### config.mk
export PLATFORM = sky130hd
export DESIGN_NAME = insertion_sorter
export DESIGN_NICKNAME = d
export VERILOG_FILES = /design/src/hw/rtl/isort_pkg.sv /design/src/hw/rtl/isort_cell.sv /design/src/hw/rtl/insertion_sorter.sv
export SDC_FILE = /design/constraint.sdc
export NUM_CORES = 2
export LEC_CHECK = 0
export BUFFER_PORTS_ARGS = -buffer_cell sky130_fd_sc_hd__clkbuf_2
export CAP_MARGIN = 10
export CORE_UTILIZATION = 55
export DETAILED_ROUTE_END_ITERATION = 8
export PLACE_DENSITY = 0.74
export SLEW_MARGIN = 20
export SYNTH_ARGS = -nofsm -noshare
export SYNTH_HDL_FRONTEND = slang
export SYNTH_SLANG_ARGS = --single-unit
### constraint.sdc
create_clock -name clock -period 6.6 [get_ports clock]
set_input_delay 0.33 -clock clock [delete_from_list [all_inputs] [get_ports clock]]
set_output_delay 0.33 -clock clock [all_outputs]
set_load 0.02 [all_outputs]
### src/hw/rtl/isort_pkg.sv
package isort_pkg;

   localparam int MAX_COUNT_DEF = 16;

   typedef struct packed {
      logic signed [31:0] value;
      logic               last;
   } req_type;

   typedef struct packed {
      logic signed [31:0] value_res;
      logic               last_res;
      logic               overflow;
   } rsp_type;

   typedef struct packed {
      logic signed [31:0] value;
      logic               valid;
   } cell_data_type;

   typedef struct packed {
      logic insert;
      logic drain;
   } cell_ctrl_type;

   localparam cell_data_type EMPTY_CELL = '{value: '0, valid: 1'b0};

endpackage

### src/hw/rtl/isort_cell.sv
module isort_cell
   import isort_pkg::*;
(
   input  logic               clock,
   input  logic               reset,
   input  cell_ctrl_type      ctrl,
   input  logic signed [31:0] new_value,
   input  cell_data_type      left,
   input  logic               left_gt,
   input  cell_data_type      right,
   output cell_data_type      cur,
   output logic               gt
);

   logic signed [31:0] value_ff, value_in;
   logic               valid_ff, valid_in;

   // empty cells count as larger than anything
   assign gt = !valid_ff || (value_ff > new_value);

   always_comb begin
      value_in = value_ff;
      valid_in = valid_ff;
      if (ctrl.drain) begin
         value_in = right.value;
         valid_in = right.valid;
      end else if (ctrl.insert && gt) begin
         if (left_gt) begin
            value_in = left.value;
            valid_in = left.valid;
         end else begin
            value_in = new_value;
            valid_in = 1'b1;
         end
      end
   end

   always_ff @(posedge clock) begin
      if (reset) begin
         valid_ff <= 1'b0;
      end else begin
         valid_ff <= valid_in;
      end
   end

   always_ff @(posedge clock) begin
      value_ff <= value_in;
   end

   assign cur = '{value: value_ff, valid: valid_ff};

endmodule

### src/hw/rtl/insertion_sorter.sv
// Channel  Dir  Beat      Handshake
// req      in   req_type  req_valid / req_stall
// rsp      out  rsp_type  rsp_valid / rsp_stall
//
// Unless stalled or full, one value is inserted per cycle: each cell compares
// the new value in parallel, shifting one place right if it holds a larger one.
// A last-marked beat starts the drain, which shifts the chain left one cell per
// taken rsp beat; req_stall stays high for those n beats (n = stored entries).
// Reset clears all cell valid bits, the drain flag and the overflow flag.
// A stalled rsp beat holds the chain and its payload unchanged.
module insertion_sorter
   import isort_pkg::*;
#(
   parameter int MAX_COUNT = MAX_COUNT_DEF
) (
   input  logic    clock,
   input  logic    reset,
   input  logic    req_valid,
   output logic    req_stall,
   input  req_type req,
   output logic    rsp_valid,
   input  logic    rsp_stall,
   output rsp_type rsp
);

   cell_data_type cells [MAX_COUNT];
   logic          gts   [MAX_COUNT];
   cell_ctrl_type ctrl;

   logic drain_ff, drain_in;
   logic dropped_ff, dropped_in;
   logic req_take, rsp_take, full, final_beat;

   assign req_stall  = drain_ff;
   assign req_take   = req_valid && !req_stall;
   assign full       = cells[MAX_COUNT-1].valid;
   assign rsp_take   = drain_ff && !rsp_stall;
   assign final_beat = !cells[1].valid;

   assign ctrl.insert = req_take && !full;
   assign ctrl.drain  = rsp_take;

   for (genvar i = 0; i < MAX_COUNT; i++) begin : g_cell
      cell_data_type left_d, right_d;
      logic          left_g;
      if (i == 0) begin : g_first
         assign left_d = EMPTY_CELL;
         assign left_g = 1'b0;
      end else begin : g_mid
         assign left_d = cells[i-1];
         assign left_g = gts[i-1];
      end
      if (i == MAX_COUNT - 1) begin : g_end
         assign right_d = EMPTY_CELL;
      end else begin : g_inner
         assign right_d = cells[i+1];
      end
      isort_cell u_cell (
         .clock     (clock),
         .reset     (reset),
         .ctrl      (ctrl),
         .new_value (req.value),
         .left      (left_d),
         .left_gt   (left_g),
         .right     (right_d),
         .cur       (cells[i]),
         .gt        (gts[i])
      );
   end

   always_comb begin
      drain_in   = drain_ff;
      dropped_in = dropped_ff;
      if (rsp_take && final_beat) begin
         drain_in   = 1'b0;
         dropped_in = 1'b0;
      end
      if (req_take) begin
         drain_in = req.last;
         if (full) begin
            dropped_in = 1'b1;
         end
      end
   end

   always_ff @(posedge clock) begin
      if (reset) begin
         drain_ff   <= 1'b0;
         dropped_ff <= 1'b0;
      end else begin
         drain_ff   <= drain_in;
         dropped_ff <= dropped_in;
      end
   end

   assign rsp_valid     = drain_ff;
   assign rsp.value_res = cells[0].value;
   assign rsp.last_res  = final_beat;
   assign rsp.overflow  = dropped_ff;

endmodule
==> impl_metrics.toml <==
[synth]
synth_adder_area_share_pct = 16.1
synth.area.mux_share_pct = 12.6
async_flop_share_pct = 0
synth_top_family_by_area = "adder cells"
synth_cell_type_count = 67
synth_warnings = 0
synth-xor-area-share_pct = 0
synth_cells = 3656
synth_seq_area_share_pct = 41.4
synth_ff_type = "edfxtp_1"
yosys.area_share.simple_pct = 11.6
ys_ff_latch = 530
syn_nets = 4173
syn_area_per_cell_um2 = 10.2
synth-compound-area-share_pct = 14.6
mappedNetlistArea_um2 = 37200
synth-edff-count = 480

[power_and_ir_drop]
ir_drop_mv = 0.238
clkPwrFrac_pct = 27.5
seq_power_share_pct = 45.2
p_comb_share_pct = 27.3
power_leakage_nw = 17.2
p_int_mw = 7.49
pwr_density_cell_nw_per_um2 = 285
p_sw_share_pct = 33.9
p_switching_mw = 3.85

[worst_setup_path]
crit_path_start_kind = "primary input"
rr_endpoint = "g_cell[4].u_cell.value_ff[10]"
rr_worst_depth = 9
slowest_stage = "inv_1"
crit_cells = 13
path_class = "primary input to flop"
slowest_delay_ns = 0.66
worstPathArrival_ns = 4.55
crit_start = "req[11]"
worstReg2RegStart = "g_cell[4].u_cell.value_ff[27]"
cp.required_ns = 6.96
rrSetupSlack_ns = 2.59
crit_path_end = "g_cell[5].u_cell.value_ff[24]"
cp.buffers_inverters = 4
crit_family = "buffers and inverters"
end_kind = "flop"
crit_chain = "clkbuf_2, inv_1, ha_1, nand4_1, nor2_1, o2bb2ai_1, or4_1, a211oi_1, nor2_4, buf_4, nand2_1, nand2_1, buf_4"
crit_fanout = 35

[layout]
n_antenna_cell = 0
drive_gt1_share_pct = 6.18
fin_nets = 4146
final_cell_mix = "nand2_1 (567), o21ai_0 (480), ha_1 (480), edfxtp_1 (480), mux2i_1 (468)"
final_common_cell = "nand2_1"
area_delta_synth_final_pct = 6.97
fin_cells = 4548

[cts]
htreeDepth = 2
clk_transition_reported_paths_ns = 0.06
cts_tree = "yes"
ctsResizeCount = 0
clk_latency_ns = 0.64
cts_buffers = 58
clkSinkCount = 530
cts_buffer_depth = 3
cts_root_buffer = "clkbuf_16"

[routing]
wl_per_cell_um = 22.0
drt-pass1-iter-count = 6
wl_um = 99900
drcViolationCount = 0
vias = 28900
post_drt_via_cell_ratio = 6.36
first_iter_violations = 2886
drtAntennaViolNets = 0

[grt]
met2_usage_pct = 46.0
grt_max_degree = 279
busiest_layer = "met2"
grt_use_total_pct = 28.5
grt_util_met1_pct = 40.2
use_met3_pct = 4.11
grt_pass1_vias = 28100
grt_pass1_wl_um = 155000
grt_overflow_total = 0
antenna_found_initial = 2

[sta]
relSlewSlack_pct = 21.1
hold_viol = 0
max_freq_ghz = 0.239
setup_tns_ns = 0
period_share_pct = 63.5
drv_slew = 0
fin_skew_ns = 0.0208
tightest_slew_ns = 1.18
rsz0062_at_grt = "false"
setup_viol = 0
fin_hold_ws_ns = 0.170
finalCriticalPeriod_ns = 4.19
finalWorstSetupSlack_ns = 2.41

[min_path]
hold_path.class = "primary input to flop"

[floorplanning]
ioPinCount = 73
die_area_um2 = 68700
start_util_pct = 55.5
num_rows = 95
die_h_um = 262
die_w_um = 262
core-area_um2 = 67000

[run]
maxCapViolCount = 0

[placement]
place_ws_ns = 1.88
numPortBuffers = 72
gp_congestion = 0.917
dp.cells = 4440
hpwlAfterDp_um = 72300

[outcome]
run_status = "finished, final reports clean"
-- sequential cells by signal, indices dropped and copies added, names as in the netlist --
signal	cells
dropped_ff	1
g_cell.u_cell.valid_ff	16
g_cell.u_cell.value_ff	512
req_stall	1
-- cell usage after synthesis (4+ instances only) --
cell       instances  area (um^2)
nand2_1          567         2130
o21ai_0          482         2410
edfxtp_1         480        14400
ha_1             480         6010
mux2i_1          468         4680
a21oi_1          252         1260
clkbuf_1         124          465
nand4_1          112          701
nor2_1            85          319
inv_1             62          233
nand3_1           51          255
dfxtp_1           50         1000
o21ai_1           42          210
buf_6             31          349
nor4_1            31          194
a211oi_1          29          218
nor2b_1           29          181
nor3_1            28          140
o211ai_1          26          195
a21o_1            25          188
buf_4             24          180
buf_2             23          115
a2111oi_0         12          105
a221oi_1          12          105
o221ai_1          11         96.3
a32o_1             9         90.1
o21a_1             9         67.6
buf_1              8         30.0
nor2_2             8         50.1
nor3b_1            8         60.1
a21boi_0           7         52.6
o2bb2ai_1          6         52.6
or3_1              6         37.5
or4_1              6         45.0
o31ai_1            4         30.0
-- worst reg2reg max path: stages (launching register included) --
cell and delay, ns:
edfxtp_1 0.42, ha_1 0.34, nand4_1 0.28, nor4_1 0.69
a2111oi_4 0.19, o31ai_4 0.27, buf_4 0.53, nand2_1 0.13
nand2_1 0.32, buf_4 0.46
-- layer usage --
| layer | wire length (um) | up-vias | part of all wire [%] |
|---|---|---|---|
| li1 | - | 13800 | - |
| met5 | 26 | - | 0.026 |
| met1 | 44300 | 14000 | 44 |
| met3 | 7010 | 159 | 7.0 |
| met4 | 1910 | 4 | 1.9 |
| met2 | 46700 | 955 | 47 |
-- how the worst min path moves through the flow --
stage | start | end | slack, ns | cells after the start
after floorplan | dropped_ff | dropped_ff | 0.45 | 2
after global placement | dropped_ff | dropped_ff | 0.47 | 2
after detailed placement | dropped_ff | dropped_ff | 0.48 | 2
after CTS | reset | g_cell[1].u_cell.valid_ff | 0.15 | 2
after global routing | reset | dropped_ff | 0.18 | 2
final | reset | g_cell[2].u_cell.valid_ff | 0.17 | 2
-- per-stage QoR --
stage / power [mW] / cell area [um^2] / util (%)
floorplan: 7.21 / 37200 / -
global placement: 8.08 / 38100 / 56.8
detailed placement: 8.21 / 38100 / 56.8
CTS: 11.3 / 39800 / 59.4
global route: 11.9 / 39800 / 59.4
finish: 11.3 / 39800 / 59.4
-- power by group through the flow --
stage                     logic, mW  registers (mW)  clock network [mW]
after floorplan                2.24            4.97                   0
after global placement         2.91            5.17                   0
after detailed placement       3.03            5.17                   0
after CTS                      3.05            5.11                3.14
after global routing           3.46            5.19                3.27
final                          3.10            5.12                3.12
-- logic make-up (layout without fill, tap and decap cells) --
| kind of cell | after synthesis | count (layout) |
|---|---|---|
| and+or+nand+nor | 952 | 952 |
| buffers and inverters | 272 | 291 |
| adders and majority gates | 480 | 480 |
| DFF | 530 | 530 |
| muxes | 468 | 468 |
| AOI/OAI and AO/OA | 954 | 954 |
-- final cells by class --
class	instances	area, um^2
clock buffers	74	1530
clock inverters	32	196
fillers	5619	27200
inverters	62	233
multi-input cells	2854	20500
flip-flops and latches	530	15400
well taps	873	1090
repair buffers	123	823
-- what timing repair did --
action	in CTS	in global routing
hold buffers	2	0
hold endpoints to repair	1	0
setup buffers	0	0
Power figures use the tool's default switching activity.
